--- config.mk ---
export PLATFORM = sky130hd
export DESIGN_NAME = threshold_alarm_with_hold_time_unit
export DESIGN_NICKNAME = d
export VERILOG_FILES = /design/src/tah_pkg.sv /design/src/tah_cfg_regs.sv /design/src/tah_eval.sv /design/src/threshold_alarm_with_hold_time_unit.sv
export SDC_FILE = /design/constraint.sdc
export NUM_CORES = 1
export LEC_CHECK = 0
export BUFFER_PORTS_ARGS = -buffer_cell sky130_fd_sc_hd__buf_2
export CORE_AREA = 2 2 228 230
export CTS_CLUSTER_SIZE = 30
export DETAILED_ROUTE_END_ITERATION = 16
export DIE_AREA = 0 0 230 232
export PLACE_DENSITY_LB_ADDON = 0.3
export SYNTH_ARGS = -nofsm -noshare
export SYNTH_HDL_FRONTEND = slang
export SYNTH_SLANG_ARGS = --single-unit
--- constraint.sdc ---
create_clock -name i_clk -period 33.9 [get_ports i_clk]
set_clock_uncertainty 0.15 [all_clocks]
set_input_delay 1.695 -clock i_clk [delete_from_list [all_inputs] [get_ports i_clk]]
set_output_delay 1.695 -clock i_clk [all_outputs]
set_load 0.05 [all_outputs]
--- src/tah_pkg.sv ---
// Shared types and constants for the threshold alarm with hold time.
// Holds the condition state encoding, reason codes and register indexes.
// No dependencies.
package tah_pkg;

    // fixed field widths
    localparam int QUAL_W      = 2;
    localparam int HOLD_W      = 32;
    localparam int COND_W      = 2;
    localparam int REASON_W    = 3;
    localparam int CFG_INDEX_W = 3;

    // alarm condition, one-hot
    typedef enum logic [2:0] {
        ST_NORMAL  = 3'b001,
        ST_ACTIVE  = 3'b010,
        ST_UNKNOWN = 3'b100
    } t_cond;

    // condition codes as they appear on the result
    typedef enum logic [COND_W-1:0] {
        COND_NORMAL  = 2'd0,
        COND_ACTIVE  = 2'd1,
        COND_UNKNOWN = 2'd2
    } t_cond_code;

    // transition reasons
    typedef enum logic [REASON_W-1:0] {
        RSN_QUALITY   = 3'd0,
        RSN_NONNUM    = 3'd1,
        RSN_RECOVERED = 3'd2,
        RSN_CONFIRMED = 3'd3,
        RSN_SUSTAINED = 3'd4
    } t_reason;

    // register indexes on the configuration port
    typedef enum logic [CFG_INDEX_W-1:0] {
        REG_RULE_ENABLED   = 3'd0,
        REG_LOW_DIRECTION  = 3'd1,
        REG_TRIGGER_LEVEL  = 3'd2,
        REG_RECOVERY_LEVEL = 3'd3,
        REG_HOLD_TIME_MS   = 3'd4,
        REG_MIN_QUALITY    = 3'd5
    } t_cfg_index;

    // narrow configuration fields handed to the evaluation stage
    typedef struct packed {
        logic              rule_enabled;
        logic              low_direction;
        logic [QUAL_W-1:0] min_quality;
        logic [HOLD_W-1:0] hold_time_ms;
    } t_cfg;

    // decision of the evaluation stage
    typedef struct packed {
        logic       emit;
        t_cond_code cond;
        t_reason    reason;
    } t_result;

endpackage

--- src/tah_cfg_regs.sv ---
// Configuration register file for the threshold alarm.
// Depends on tah_pkg; flags a state clear on every write to a listed register.
module tah_cfg_regs
    import tah_pkg::*;
#(
    parameter int VALUE_WIDTH = 32,
    parameter int DATA_WIDTH  = 32
) (
    input  logic                          i_clk,
    input  logic                          i_rst_n,
    input  logic                          i_wr,
    input  logic [CFG_INDEX_W-1:0]        i_index,
    input  logic [DATA_WIDTH-1:0]         i_data,
    output t_cfg                          o_cfg,
    output logic signed [VALUE_WIDTH-1:0] o_trigger,
    output logic signed [VALUE_WIDTH-1:0] o_recovery,
    output logic                          o_clear
);

    logic                   r_rule_enabled;
    logic                   r_low_direction;
    logic [VALUE_WIDTH-1:0] r_trigger;
    logic [VALUE_WIDTH-1:0] r_recovery;
    logic [HOLD_W-1:0]      r_hold;
    logic [QUAL_W-1:0]      r_min_quality;
    logic                   w_known;

    // register writes
    always_ff @(posedge i_clk) begin
        if (!i_rst_n) begin
            r_rule_enabled  <= 1'b1;
            r_low_direction <= 1'b0;
            r_trigger       <= '0;
            r_recovery      <= '0;
            r_hold          <= '0;
            r_min_quality   <= QUAL_W'(3);
        end else if (i_wr) begin
            unique case (i_index)
                REG_RULE_ENABLED:   r_rule_enabled  <= i_data[0];
                REG_LOW_DIRECTION:  r_low_direction <= i_data[0];
                REG_TRIGGER_LEVEL:  r_trigger       <= i_data[VALUE_WIDTH-1:0];
                REG_RECOVERY_LEVEL: r_recovery      <= i_data[VALUE_WIDTH-1:0];
                REG_HOLD_TIME_MS:   r_hold          <= i_data[HOLD_W-1:0];
                REG_MIN_QUALITY:    r_min_quality   <= i_data[QUAL_W-1:0];
                default: ;
            endcase
        end
    end

    // writes past the register list leave the state alone
    always_comb begin
        unique case (i_index)
            REG_RULE_ENABLED, REG_LOW_DIRECTION, REG_TRIGGER_LEVEL,
            REG_RECOVERY_LEVEL, REG_HOLD_TIME_MS, REG_MIN_QUALITY: w_known = 1'b1;
            default: w_known = 1'b0;
        endcase
    end

    assign o_clear    = i_wr && w_known;
    assign o_cfg      = '{rule_enabled:  r_rule_enabled,
                          low_direction: r_low_direction,
                          min_quality:   r_min_quality,
                          hold_time_ms:  r_hold};
    assign o_trigger  = r_trigger;
    assign o_recovery = r_recovery;

endmodule

--- src/tah_eval.sv ---
// Alarm evaluation: quality gate, hysteresis compare, hold timer and state.
// Depends on tah_pkg; holds condition and pending-trigger registers.
module tah_eval
    import tah_pkg::*;
#(
    parameter int VALUE_WIDTH = 32,
    parameter int TIME_WIDTH  = 63
) (
    input  logic                          i_clk,
    input  logic                          i_rst_n,
    input  logic                          i_fire,
    input  logic                          i_clear,
    input  t_cfg                          i_cfg,
    input  logic signed [VALUE_WIDTH-1:0] i_trigger,
    input  logic signed [VALUE_WIDTH-1:0] i_recovery,
    input  logic [QUAL_W-1:0]             i_quality,
    input  logic                          i_value_ok,
    input  logic signed [VALUE_WIDTH-1:0] i_value,
    input  logic [TIME_WIDTH-1:0]         i_sample_time,
    input  logic [TIME_WIDTH-1:0]         i_eval_time,
    output t_result                       o_result,
    output logic [TIME_WIDTH-1:0]         o_ts
);

    localparam int CMP_W = (TIME_WIDTH > HOLD_W) ? TIME_WIDTH : HOLD_W;

    t_cond                  r_cond, n_cond;
    logic                   r_pend_valid, n_pend_valid;
    logic [TIME_WIDTH-1:0]  r_pend_start, n_pend_start;

    logic                   w_gate_fail;
    logic                   w_trig;
    logic                   w_rec;
    logic [TIME_WIDTH-1:0]  w_ts;
    logic [TIME_WIDTH-1:0]  w_start;
    logic [TIME_WIDTH-1:0]  w_diff;
    logic                   w_elapsed;
    t_result                w_res;

    // resolved timestamp and threshold compares
    assign w_ts        = (i_sample_time != '0) ? i_sample_time : i_eval_time;
    assign w_gate_fail = (i_quality < i_cfg.min_quality) || !i_value_ok;
    assign w_trig      = i_cfg.low_direction ? (i_value < i_trigger) : (i_value > i_trigger);
    assign w_rec       = i_cfg.low_direction ? (i_value > i_recovery) : (i_value < i_recovery);

    // hold timer: time going backward counts as not yet elapsed
    assign w_start   = r_pend_valid ? r_pend_start : w_ts;
    assign w_diff    = w_ts - w_start;
    assign w_elapsed = (i_cfg.hold_time_ms == '0) ||
                       ((w_ts >= w_start) &&
                        (CMP_W'(w_diff) >= CMP_W'(i_cfg.hold_time_ms)));

    // next state and transition
    always_comb begin
        n_cond       = r_cond;
        n_pend_valid = r_pend_valid;
        n_pend_start = r_pend_start;
        w_res        = '{emit: 1'b0, cond: COND_NORMAL, reason: RSN_QUALITY};
        priority if (i_clear || (i_fire && !i_cfg.rule_enabled)) begin
            n_cond       = ST_NORMAL;
            n_pend_valid = 1'b0;
        end else if (i_fire && w_gate_fail) begin
            n_pend_valid = 1'b0;
            if (r_cond == ST_ACTIVE) begin
                n_cond = ST_UNKNOWN;
                w_res  = '{emit: 1'b1, cond: COND_UNKNOWN,
                           reason: (i_quality < i_cfg.min_quality) ? RSN_QUALITY : RSN_NONNUM};
            end
        end else if (i_fire && r_cond != ST_NORMAL) begin
            if (w_rec) begin
                n_cond       = ST_NORMAL;
                n_pend_valid = 1'b0;
                w_res        = '{emit: 1'b1, cond: COND_NORMAL, reason: RSN_RECOVERED};
            end else if (r_cond == ST_UNKNOWN) begin
                n_cond = ST_ACTIVE;
                w_res  = '{emit: 1'b1, cond: COND_ACTIVE, reason: RSN_CONFIRMED};
            end
        end else if (i_fire) begin
            if (!w_trig) begin
                n_pend_valid = 1'b0;
            end else if (w_elapsed) begin
                n_cond       = ST_ACTIVE;
                n_pend_valid = 1'b0;
                w_res        = '{emit: 1'b1, cond: COND_ACTIVE, reason: RSN_SUSTAINED};
            end else if (!r_pend_valid) begin
                n_pend_valid = 1'b1;
                n_pend_start = w_ts;
            end
        end else begin
            // no sample evaluated: state holds
        end
    end

    // state registers
    always_ff @(posedge i_clk) begin
        if (!i_rst_n) begin
            r_cond       <= ST_NORMAL;
            r_pend_valid <= 1'b0;
        end else begin
            r_cond       <= n_cond;
            r_pend_valid <= n_pend_valid;
        end
    end

    // pending start is qualified by its valid bit
    always_ff @(posedge i_clk) begin
        r_pend_start <= n_pend_start;
    end

    assign o_result = w_res;
    assign o_ts     = w_ts;

endmodule

--- src/threshold_alarm_with_hold_time_unit.sv ---
// Top level of the threshold alarm with hysteresis, quality gate and hold time.
// Depends on tah_pkg, tah_cfg_regs and tah_eval.
//
// Tracks the alarm condition (normal, active, unknown) of one measured point.
// One sample is taken per clock cycle while the master side takes results;
// each sample passes through an input register, one evaluation stage that
// reads and updates the condition and hold-timer state in the same cycle, and
// a result register, which offers the transition on the master side. A sample
// that causes no transition produces no output transaction. Throughput is one
// sample per cycle while the master side takes results; a stalled result holds
// the evaluation stage and the input register then fills and drops tready.
// Configuration writes to a listed register return the alarm state to normal and must be issued
// only while no sample is in flight.
module threshold_alarm_with_hold_time_unit
    import tah_pkg::*;
#(
    parameter int VALUE_WIDTH = 32,
    parameter int TIME_WIDTH  = 63
) (
    input  logic                   i_clk,
    input  logic                   i_rst_n,
    // sample stream
    input  logic                   s_axis_tvalid,
    output logic                   s_axis_tready,
    // sample_value, sample_time, eval_time, zero fill
    input  logic [((VALUE_WIDTH+2*TIME_WIDTH+7)/8)*8-1:0] s_axis_tdata,
    // sample_quality, value_ok
    input  logic [QUAL_W:0]        s_axis_tuser,
    // transition stream
    output logic                   m_axis_tvalid,
    input  logic                   m_axis_tready,
    // new_condition, event_time, zero fill
    output logic [((COND_W+TIME_WIDTH+7)/8)*8-1:0] m_axis_tdata,
    // reason_code
    output logic [REASON_W-1:0]    m_axis_tuser,
    // configuration writes
    input  logic                   i_cfg_valid,
    output logic                   o_cfg_ready,
    input  logic [CFG_INDEX_W-1:0] i_cfg_index,
    input  logic [((VALUE_WIDTH > HOLD_W) ? VALUE_WIDTH : HOLD_W)-1:0] i_cfg_data
);

    localparam int DATA_WIDTH = (VALUE_WIDTH > HOLD_W) ? VALUE_WIDTH : HOLD_W;
    localparam int IN_W       = ((VALUE_WIDTH + 2*TIME_WIDTH + 7) / 8) * 8;
    localparam int OUT_W      = ((COND_W + TIME_WIDTH + 7) / 8) * 8;
    localparam int ST_LO      = VALUE_WIDTH;
    localparam int ET_LO      = VALUE_WIDTH + TIME_WIDTH;

    t_cfg                          w_cfg;
    logic signed [VALUE_WIDTH-1:0] w_trigger;
    logic signed [VALUE_WIDTH-1:0] w_recovery;
    logic                          w_clear;
    logic                          w_fire;
    t_result                       w_res;
    logic [TIME_WIDTH-1:0]         w_ts;

    logic                          r_in_valid;
    logic [QUAL_W-1:0]             r_quality;
    logic                          r_value_ok;
    logic signed [VALUE_WIDTH-1:0] r_value;
    logic [TIME_WIDTH-1:0]         r_sample_time;
    logic [TIME_WIDTH-1:0]         r_eval_time;

    logic                          r_out_valid, n_out_valid;
    t_cond_code                    r_out_cond;
    t_reason                       r_out_reason;
    logic [TIME_WIDTH-1:0]         r_out_time;

    // configuration registers
    assign o_cfg_ready = 1'b1;

    tah_cfg_regs #(
        .VALUE_WIDTH (VALUE_WIDTH),
        .DATA_WIDTH  (DATA_WIDTH)
    ) u_cfg (
        .i_clk      (i_clk),
        .i_rst_n    (i_rst_n),
        .i_wr       (i_cfg_valid && o_cfg_ready),
        .i_index    (i_cfg_index),
        .i_data     (i_cfg_data),
        .o_cfg      (w_cfg),
        .o_trigger  (w_trigger),
        .o_recovery (w_recovery),
        .o_clear    (w_clear)
    );

    // the held sample is evaluated once the result register can take its outcome
    assign w_fire        = r_in_valid && (!r_out_valid || m_axis_tready);
    assign s_axis_tready = !r_in_valid || w_fire;

    // input register control
    always_ff @(posedge i_clk) begin
        if (!i_rst_n) begin
            r_in_valid <= 1'b0;
        end else if (s_axis_tready) begin
            r_in_valid <= s_axis_tvalid;
        end
    end

    // input register payload
    always_ff @(posedge i_clk) begin
        if (s_axis_tvalid && s_axis_tready) begin
            r_quality     <= s_axis_tuser[QUAL_W-1:0];
            r_value_ok    <= s_axis_tuser[QUAL_W];
            r_value       <= s_axis_tdata[VALUE_WIDTH-1:0];
            r_sample_time <= s_axis_tdata[ST_LO +: TIME_WIDTH];
            r_eval_time   <= s_axis_tdata[ET_LO +: TIME_WIDTH];
        end
    end

    // evaluation stage
    tah_eval #(
        .VALUE_WIDTH (VALUE_WIDTH),
        .TIME_WIDTH  (TIME_WIDTH)
    ) u_eval (
        .i_clk         (i_clk),
        .i_rst_n       (i_rst_n),
        .i_fire        (w_fire),
        .i_clear       (w_clear),
        .i_cfg         (w_cfg),
        .i_trigger     (w_trigger),
        .i_recovery    (w_recovery),
        .i_quality     (r_quality),
        .i_value_ok    (r_value_ok),
        .i_value       (r_value),
        .i_sample_time (r_sample_time),
        .i_eval_time   (r_eval_time),
        .o_result      (w_res),
        .o_ts          (w_ts)
    );

    // result register control
    always_comb begin
        n_out_valid = r_out_valid;
        priority if (w_fire) begin
            n_out_valid = w_res.emit;
        end else if (m_axis_tready) begin
            n_out_valid = 1'b0;
        end else begin
            n_out_valid = r_out_valid;
        end
    end

    always_ff @(posedge i_clk) begin
        if (!i_rst_n) begin
            r_out_valid <= 1'b0;
        end else begin
            r_out_valid <= n_out_valid;
        end
    end

    // result register payload
    always_ff @(posedge i_clk) begin
        if (w_fire && w_res.emit) begin
            r_out_cond   <= w_res.cond;
            r_out_reason <= w_res.reason;
            r_out_time   <= w_ts;
        end
    end

    assign m_axis_tvalid = r_out_valid;
    assign m_axis_tdata  = OUT_W'({r_out_time, r_out_cond});
    assign m_axis_tuser  = r_out_reason;

endmodule

==> results of run 1 <==
[registers in the layout, summed over array words and instances (netlist names)]
register               cells
u_cfg.o_trigger           32
r_quality                  2
u_cfg.o_recovery          32
u_eval.r_cond              3
r_out_cond                 2
u_eval.r_pend_start       63
u_eval.r_pend_valid        1
u_cfg.r_min_quality        2
u_cfg.r_low_direction      1
u_cfg.r_rule_enabled       1
r_out_time                63
r_in_valid                 1
r_eval_time               63
u_cfg.r_hold              32
r_value_ok                 1
m_axis_tvalid              1
m_axis_tuser               3
r_value                   32
r_sample_time             63
[worst max path at each step]
stage | endpoint | slack (ns) | cells past startpoint
after floorplan | m_axis_tuser[0] | 21.64 | 36
after global placement | u_eval.r_pend_start[33] | 23.22 | 33
after detailed placement | u_eval.r_pend_start[40] | 23.06 | 33
after CTS | u_eval.r_pend_start[22] | 23.00 | 33
after global routing | u_eval.r_pend_start[22] | 22.18 | 33
final | u_eval.r_pend_start[26] | 22.84 | 33
[metrics by stage]
| stage | hold WS [ns] | cell area (sq um) | power [W] | setup slack, ns | instances |
|---|---|---|---|---|---|
| after floorplan | 0.293 | 22700 | 0.000757 | 21.64 | 2270 |
| after global placement | 0.302 | 24600 | 0.000840 | 23.22 | 3124 |
| after detailed placement | 0.309 | 24600 | 0.000846 | 23.06 | 3124 |
| after CTS | 0.317 | 26000 | 0.00132 | 23.00 | 3203 |
| after global routing | 0.329 | 26000 | 0.00137 | 22.18 | 3204 |
| final | 0.313 | 26000 | 0.00131 | 22.84 | 3204 |
[power breakdown]
group | switching [W] | internal [W]
clock network | 0.000195 | 0.000276
logic | 0.000177 | 0.000107
registers | 0.0000114 | 0.000545
total | 0.000383 | 0.000928
[synth_stat cells (all sizes together) (13+ instances only)]
master / number
nand4: 68
buf: 22
and2: 13
nand2b: 18
nor2: 91
inv: 188
xor2: 17
o21a: 21
dfxtp: 106
nor2b: 21
edfxtp: 292
nand3: 38
and3: 17
a21boi: 104
a31oi: 16
nor3: 29
nand2: 292
a21o: 143
xnor2: 24
a211oi: 22
a21oi: 130
nor4: 37
o21bai: 13
mux2i: 62
ha: 152
or3: 13
clkbuf: 87
o21ai: 76
[routing by layer]
metal  vias to the layer above  share of wire [%]  wire length, um
li1                       8751                  -                -
met1                      8707                 46            29200
met2                       530                 48            30400
met3                        86                4.9             3160
met4                         0                2.0             1300
met5                         -                  0                0
[placed cells by master, fill, tap and decap left out, types with 13 or more instances in the layout]
master,synthesis,final
a211oi_1,20,20
a21boi_0,103,103
a21o_1,143,143
a21oi_1,128,127
a31oi_1,16,16
and3_1,17,17
buf_2,1,270
buf_4,10,13
clkbuf_16,0,45
dfxtp_1,106,106
edfxtp_1,292,292
ha_1,152,152
inv_1,186,185
mux2i_1,62,62
nand2_1,292,292
nand2b_1,18,18
nand3_1,38,38
nand4_1,67,67
nor2_1,91,91
nor2b_1,21,21
nor3_1,29,28
nor4_1,33,33
o21a_1,21,21
o21ai_0,74,74
o21bai_1,13,13
or3_1,13,13
xnor2_1,24,24
xor2_1,17,17
[cells by family (layout without fill, tap and decap cells)]
family,after synthesis,after routing,synth area share (%)
multiplexers,71,71,3.18
XOR/XNOR,41,41,1.58
adder cells (fa/ha/maj),154,154,8.51
AND/OR/NAND/NOR,674,674,14.4
AO/OA/AOI/OAI,627,627,19.2
other,2,9,0.0331
flip-flops,398,398,48.0
buffers and inverters,297,550,5.12
[worst max-delay path: cells and delay by family, from the launching register on]
family,cells,cell delay [ns]
fa+ha+maj,2,0.76
flops,1,0.40
compound gates,11,3.32
mux,1,0.18
simple gates,16,4.15
xor+xnor,1,0.29
buf+inv,2,1.33
[cell type report]
cell class	instances	area [sq um]
fill	4707	24900
tap	680	851
sequential	398	10900
antenna	1	2.50
inverter	188	707
clock buffer	53	1170
timing repair buffer	283	1450
multi-input combinational	1575	10700
clock inverter	26	240
==> flow_metrics.tcl, run 1 <==
set metrics [dict create \
    power_per_cell_area_nw_per_um2 50.4 \
    final_core_util_pct 51.1 \
    grt_overflow 0 \
    timing_hold_violations_final 0 \
    reg2reg_slack_ns 22.84 \
    crit_slowest_cell "nor4_1" \
    io_pins 281 \
    min_path_type "flip-flop to flip-flop" \
    drt-total-wl_um 64000 \
    synthesis.area_sq_um 22700 \
    yosys-top-cells-area "edfxtp_1, dfxtp_1, ha_1" \
    drc_errors 0 \
    max_stage_delay_ns 0.95 \
    die-area_sq_um 53400 \
    endpoint_kind "flip-flop" \
    use_met2_pct 39.3 \
    wl_per_cell_um 20.0 \
    r2r_end "u_eval.r_pend_start[26]" \
    drtIter0Drc 1431 \
    drive_gt1_share_pct 15.9 \
    criticalPathCategory "flip-flop to flip-flop" \
    ys_ff_latch 398 \
    port_buffers 270 \
    setup_viol 0 \
    clockBufferDepth 3 \
    syn_inst 2264 \
    worstSetupStartpoint "r_sample_time[32]" \
    tritoncts "built" \
    gp_congestion 0.949 \
    cts_root_buf "clkbuf_16" \
    yosysUniqueCellTypes 92 \
    finalCritPeriodShare_pct 32.6 \
    cts_resized 0 \
    r2r_start "r_sample_time[32]" \
    grt_pass1_vias 17500 \
    first_pass_iters 5 \
    tns_ns 0 \
    post_cts_buffers 0 \
    status "finished clean" \
    hpwl_um 48900 \
    fin_crit_ns 11.06 \
    die_w_um 230 \
    nets 2846 \
    hold_start "u_cfg.o_trigger[12]" \
    synth-seq-area-share_pct 48.0 \
    irDropWorstVdd_mv 0.0373 \
    cp-start-kind "flip-flop" \
    core_area_sq_um 50900 \
    worst_pin_slew_ns 1.12 \
    crit_path_frequent_cell "nand4_1" \
    grt_usage_pct 23.4 \
    critPathMaxFanout 77 \
    h-tree-depth 2 \
    synth_top_area_share_pct 38.6 \
    min_path_cells 2 \
    worst_hold_path.endpoint "u_cfg.o_trigger[12]" \
    use_met1_pct 32.2 \
    clock_latency_ns 0.58 \
    drv_slew 0 \
    grt.busiest_layer "met2" \
    start_util_pct 44.6 \
    cts_buffers 44 \
    relSlewSlack_pct 24.9 \
    cp.required_ns 33.94 \
    post-synth-top-area-cell "edfxtp_1" \
    leakage_nw 10.6 \
    synth_area_per_cell_sq_um 10.0 \
    numClockSinks 398 \
    die_h_um 232 \
    rsz0062_at_grt "false" \
    grt_pass1_wl_um 98400 \
    ys.flop_type "edfxtp_1" \
    ys_async_sr_fraction_pct 0 \
    grt_max_degree 104 \
    synth-edff-count 292 \
    ctsHoldBuffers 0 \
    ant_nets 0 \
    rows 83 \
    dr_total_vias 18100 \
    ys_warn_count 0 \
    fmax_mhz 90.4 \
    vias_per_cell 5.64 \
    antenna_found_initial 1 \
    clk_pin_slew_ns 0.06 \
    grt_util_met3_pct 2.89 \
    r2r_cells 33 \
    critPathArrivalTime_ns 11.11 \
    maxCapViolCount 0 \
    syn_to_final_growth_pct 14.5 \
]
Power figures use the tool's default switching activity.
==> inputs of run 2 (changes only) <==
ABC_AREA = 1   (was not set)
CORE_AREA = 2 2 227 229   (was 2 2 228 230)
DIE_AREA = 0 0 229 231   (was 0 0 230 232)
clock period = 9.9 ns   (was 33.9 ns; I/O delays follow)
==> flow_metrics.tcl, run 2 <==
set metrics [dict create \
    cts_resized 0 \
    timing.critical_path.buf_inv 4 \
    regArea_sq_um 10900 \
    critical_path.top_delay_family "simple AND/OR/NAND/NOR gates" \
    antenna_found_initial 0 \
    syn_to_final_growth_pct 22.3 \
    dr_total_vias 19400 \
    ys.flop_type "edfxtp_1" \
    fmax_mhz 130 \
    synthSimpleGateAreaFrac_pct 18.7 \
    vias_per_cell 5.24 \
    min_path_type "input pin to flip-flop" \
    core_area_sq_um 50700 \
    nets 3347 \
    ys_warn_count 0 \
    fin_crit_ns 7.69 \
    grt_pass1_wl_um 103000 \
    yosysUniqueCellTypes 53 \
    cp-start-kind "flip-flop" \
    grt_pass1_vias 19200 \
    drv_slew 0 \
    rsz0062_at_grt "false" \
    synth_compound_area_share_pct 14.7 \
    tns_ns 0 \
    ys_ff_latch 398 \
    leakage_nw 11.5 \
    synth-edff-count 292 \
    n_antenna_cell 0 \
    synth_top_family_by_area "simple AND/OR/NAND/NOR gates" \
    finalCritPeriodShare_pct 77.7 \
    final_common_cell "nand2_1" \
    io_pins 281 \
    drt-total-wl_um 66100 \
    crit_path_frequent_cell "nand2_1" \
    ctsHoldBuffers 161 \
    die_w_um 229 \
    clk_pin_slew_ns 0.06 \
    clock_latency_ns 0.56 \
    stdcell_count 3702 \
    port_buffers 270 \
    max_stage_delay_ns 0.77 \
    criticalPathCategory "flip-flop to flip-flop" \
    irDropWorstVdd_mv 0.136 \
    drive_gt1_share_pct 17.5 \
    grt_overflow 0 \
    synth_most_common_cell "nand2_1" \
    dp_cells 3465 \
    die-area_sq_um 52900 \
    post_cts_buffers 0 \
    tritoncts "built" \
    final_cell_mix "nand2_1, inv_1, edfxtp_1" \
    power_per_cell_area_nw_per_um2 153 \
    yosys-top-cells-area "edfxtp_1, dfxtp_1, ha_1" \
    maxCapViolCount 0 \
    synth_area_per_cell_sq_um 8.77 \
    grt_max_degree 101 \
    timing.hold.ws_ns 0.0983 \
    timing_hold_violations_final 0 \
    setup_viol 0 \
    hpwl_um 49900 \
    syn_inst 2558 \
    h-tree-depth 2 \
    numClockSinks 398 \
    endpoint_kind "flip-flop" \
    rows 83 \
    first_pass_iters 5 \
    relSlewSlack_pct 33.0 \
    wl_per_cell_um 17.8 \
    gp_congestion 0.981 \
    status "finished clean" \
    synthMuxAreaShare_pct 0 \
    critPathMaxFanout 41 \
    die_h_um 231 \
    synth_top_area_share_pct 39.1 \
    synth-seq-area-share_pct 48.5 \
    worstSetupStartpoint "r_sample_time[61]" \
    r2r_start "r_sample_time[61]" \
    ys_async_sr_fraction_pct 0 \
    drc_errors 0 \
    cts_buffers 43 \
    clockBufferDepth 3 \
    drtIter0Drc 1246 \
    post-synth-top-area-cell "edfxtp_1" \
    crit_slowest_cell "nor2_4" \
    hold_start "m_axis_tready" \
    final.fill_count 4679 \
    grt_usage_pct 24.8 \
    synthAdderAreaFrac_pct 8.56 \
    cp.required_ns 9.98 \
    ant_nets 0 \
    multiInputGateArea_sq_um 9770 \
    cts_root_buf "clkbuf_16" \
    synth_commonest_cells "nand2_1, inv_1, edfxtp_1, nor2_1, a21oi_1" \
    critPathArrivalTime_ns 7.77 \
    worst_pin_slew_ns 0.997 \
    synthesis.area_sq_um 22400 \
    synth_xor_area_share_pct 1.33 \
    start_util_pct 44.3 \
]
==> run 2: cell count changes in the layout (fill, tap and decap cells not counted), sizes merged, moves of 35 or more <==
cell         change
inv            +214
dlygate4sd3    +161
o21ai          +152
nand2          +149
nor2           +147
a21o           -137
a21boi         -101
a21oi           +91
nand3           +75
mux2i           -62
a31o            +48
or2             +41
nand4           -35
==> run 2: tightest hold or removal path, cell delays in order <==
cell and delay [ns]:
buf_2 0.08, inv_1 0.04, nand2_1 0.07, a21oi_1 0.06
==> run 2: report_power, final <==
part	leakage (nW)	switching [W]	total, W	internal (W)
Combinational	7.26	0.000503	0.000803	0.000300
Clock	0.635	0.000642	0.00150	0.000855
Sequential	3.62	0.0000264	0.00189	0.00186
Total	11.5	0.00117	0.00419	0.00301
==> run 2: layer usage <==
metal  up-vias  part of all wire, %  GRT usage [%]
li1       9544                    -              -
met1      9162                   45           32.9
met2       551                   46           41.0
met3       126                  4.9           3.41
met4         0                  4.0           10.0
met5         -                    0              0
==> run 2: layout make-up <==
type | count | share of cell area [%]
Sequential cell | 398 | 39.7
Timing Repair Buffer | 448 | 11.4
Clock inverter | 22 | 0.556
Inverter | 405 | 5.56
Clock buffer | 54 | 4.11
Tap cell | 680 | 3.10
Multi-Input combinational cell | 1695 | 35.6
==> run 2: cells by family (layout without fill, tap and decap cells) <==
kind of cell	count (synthesis)	in the layout
AO/OA/AOI/OAI	578	578
XOR/XNOR	34	34
adder cells (fa/ha/maj)	153	153
buffers and inverters	471	929
flip-flops	398	398
other	2	8
AND/OR/NAND/NOR	922	922
==> run 2: final timing paths <==
path,slack [ns],to,depth (start not counted)
hold / removal,0.1,m_axis_tvalid,4
setup reg to reg,2.21,u_eval.r_pend_start[8],34
hold reg to reg,0.31,u_cfg.o_trigger[12],2
setup / recovery,2.21,u_eval.r_pend_start[8],34
==> run 2: metrics by stage <==
stage,instance area (sq um),worst slack (ns),util (%),power (W)
floorplan,22500,1.21,-,0.00242
global placement,24600,2.30,48.4,0.00264
detailed placement,24600,2.21,48.4,0.00266
CTS,27400,2.19,54.2,0.00421
global route,27400,1.50,54.2,0.00438
finish,27400,2.21,54.2,0.00419
==> inputs of run 3 (changes only) <==
clock period = 6.8 ns   (was 9.9 ns; I/O delays follow)
==> flow_metrics.tcl, run 3 (synthesized netlist as in run 2, its figures left out) <==
set metrics [dict create \
    critPathMaxFanout 30 \
    status "finished clean" \
    wl_per_cell_um 18.4 \
    syn_to_final_growth_pct 27.9 \
    clock_latency_ns 0.57 \
    first_pass_iters 5 \
    grt_pass1_wl_um 108000 \
    criticalPathCategory "flip-flop to flip-flop" \
    crit_path_frequent_cell "nand2_1" \
    tns_ns 0 \
    fmax_mhz 158 \
    drv_slew 0 \
    numClockSinks 398 \
    rsz0062_at_grt "false" \
    p_total_w 0.00641 \
    grt_max_degree 101 \
    irDropWorstVdd_mv 0.222 \
    leakage_nw 12.1 \
    finalCritPeriodShare_pct 92.8 \
    die_w_um 229 \
    min_path_type "input pin to flip-flop" \
    timing.hold.ws_ns 0.0466 \
    die_h_um 231 \
    timing_hold_violations_final 0 \
    core_area_sq_um 50700 \
    rows 83 \
    relSlewSlack_pct 31.1 \
    drtIter0Drc 1467 \
    crit_slowest_cell "edfxtp_1" \
    hpwl_um 52200 \
    maxCapViolCount 0 \
    dr_total_vias 19900 \
    cp-start-kind "flip-flop" \
    clk_pin_slew_ns 0.06 \
    endpoint_kind "flip-flop" \
    cp.required_ns 6.93 \
    final_common_cell "nand2_1" \
    reg2reg_slack_ns 0.49 \
    drive_gt1_share_pct 19.9 \
    drc_errors 0 \
    setup_viol 0 \
    die-area_sq_um 52900 \
    grt_pass1_vias 19700 \
    vias_per_cell 5.22 \
    port_buffers 270 \
    final_cell_mix "nand2_1, inv_1, edfxtp_1" \
    antenna_found_initial 1 \
    critPathArrivalTime_ns 6.44 \
    ant_nets 0 \
    max_stage_delay_ns 0.54 \
    clockBufferDepth 3 \
    gp_congestion 0.983 \
    nets 3456 \
    cts_root_buf "clkbuf_16" \
    final.fill_count 4548 \
    cts_buffers 44 \
    h-tree-depth 2 \
    drt-total-wl_um 70200 \
    tritoncts "built" \
    grt_overflow 0 \
    io_pins 281 \
    power_per_cell_area_nw_per_um2 223 \
    grt_usage_pct 26.2 \
    start_util_pct 44.3 \
    worst_pin_slew_ns 1.03 \
    fin_crit_ns 6.31 \
]
==> run 3: cell types whose count changed in the layout (fill, tap and decap cells not counted), moves of 4 or more <==
cell,previous run,this run
buf_4,14,80
dlygate4sd3_1,161,198
clkinv_2,10,4
buf_12,3,8
nand2_1,407,402
nand2_2,27,32
nor2_1,227,222
o21ai_0,215,210
nor2_2,7,11
==> run 3: metrics by stage <==
| step | setup slack [ns] | instances | instance area (sq um) | util [%] |
|---|---|---|---|---|
| 6_report | 0.491 | 3816 | 28700 | 56.6 |
| 5_1_grt | 0.0239 | 3815 | 28700 | 56.6 |
| 4_1_cts | 0.307 | 3813 | 28600 | 56.5 |
| 3_5_place_dp | 0.351 | 3534 | 25200 | 49.7 |
| 3_3_place_gp | 0.358 | 3534 | 25200 | 49.7 |
| 2_1_floorplan | -0.187 | 2564 | 22600 | - |
==> run 3: worst max-delay path, delay by kind of cell, from the launching register on <==
kind	cells	cell delay (ns)
buffers and inverters	6	0.84
XOR/XNOR	1	0.15
AND/OR/NAND/NOR	22	2.39
AO/OA/AOI/OAI	5	1.14
flip-flops	1	0.54
adder cells (fa/ha/maj)	2	0.74
==> run 3: worst paths after layout <==
kind | start | end | cells past startpoint
worst max register to register | r_sample_time[6] | r_out_time[43] | 36
worst min register to register | u_cfg.o_recovery[1] | u_cfg.o_recovery[1] | 2
worst max-delay path | r_sample_time[6] | r_out_time[43] | 36
worst min-delay path | i_cfg_valid | u_cfg.r_hold[0] | 5
==> run 3: metal layers <==
layer | GRT usage, % | up-vias | part of all wire [%] | routed length, um
li1 | - | 9768 | - | -
met1 | 34.0 | 9403 | 43 | 30300
met2 | 45.0 | 636 | 48 | 33700
met3 | 4.16 | 117 | 5.8 | 4100
met4 | 8.20 | 2 | 3.0 | 2140
met5 | 0 | - | 0.014 | 10
==> run 3: power by group <==
part           leakage (nW)  switching, W  internal, W  total (W)
sequential             3.62     0.0000405      0.00271    0.00275
combinational          7.82      0.000762     0.000492    0.00125
clock                 0.709      0.000971      0.00144    0.00241
==> run 3: layout make-up <==
type,instances,area (sq um),area share (%)
clock inverters,25,255,0.889
multi-input cells,1695,9880,34.4
flip-flops and latches,398,10900,38.0
repair buffers,556,4090,14.3
clock buffers,56,1200,4.18
well taps,680,851,2.96
inverters,405,1530,5.31
diodes,1,2.50,0.00872
==> run 3: repair_timing <==
action	CTS	global route
endpoints found under the setup margin	0	126
hold buffers	198	0
gates resized for setup	0	15
hold endpoints to repair	254	0
buffers inserted	0	2
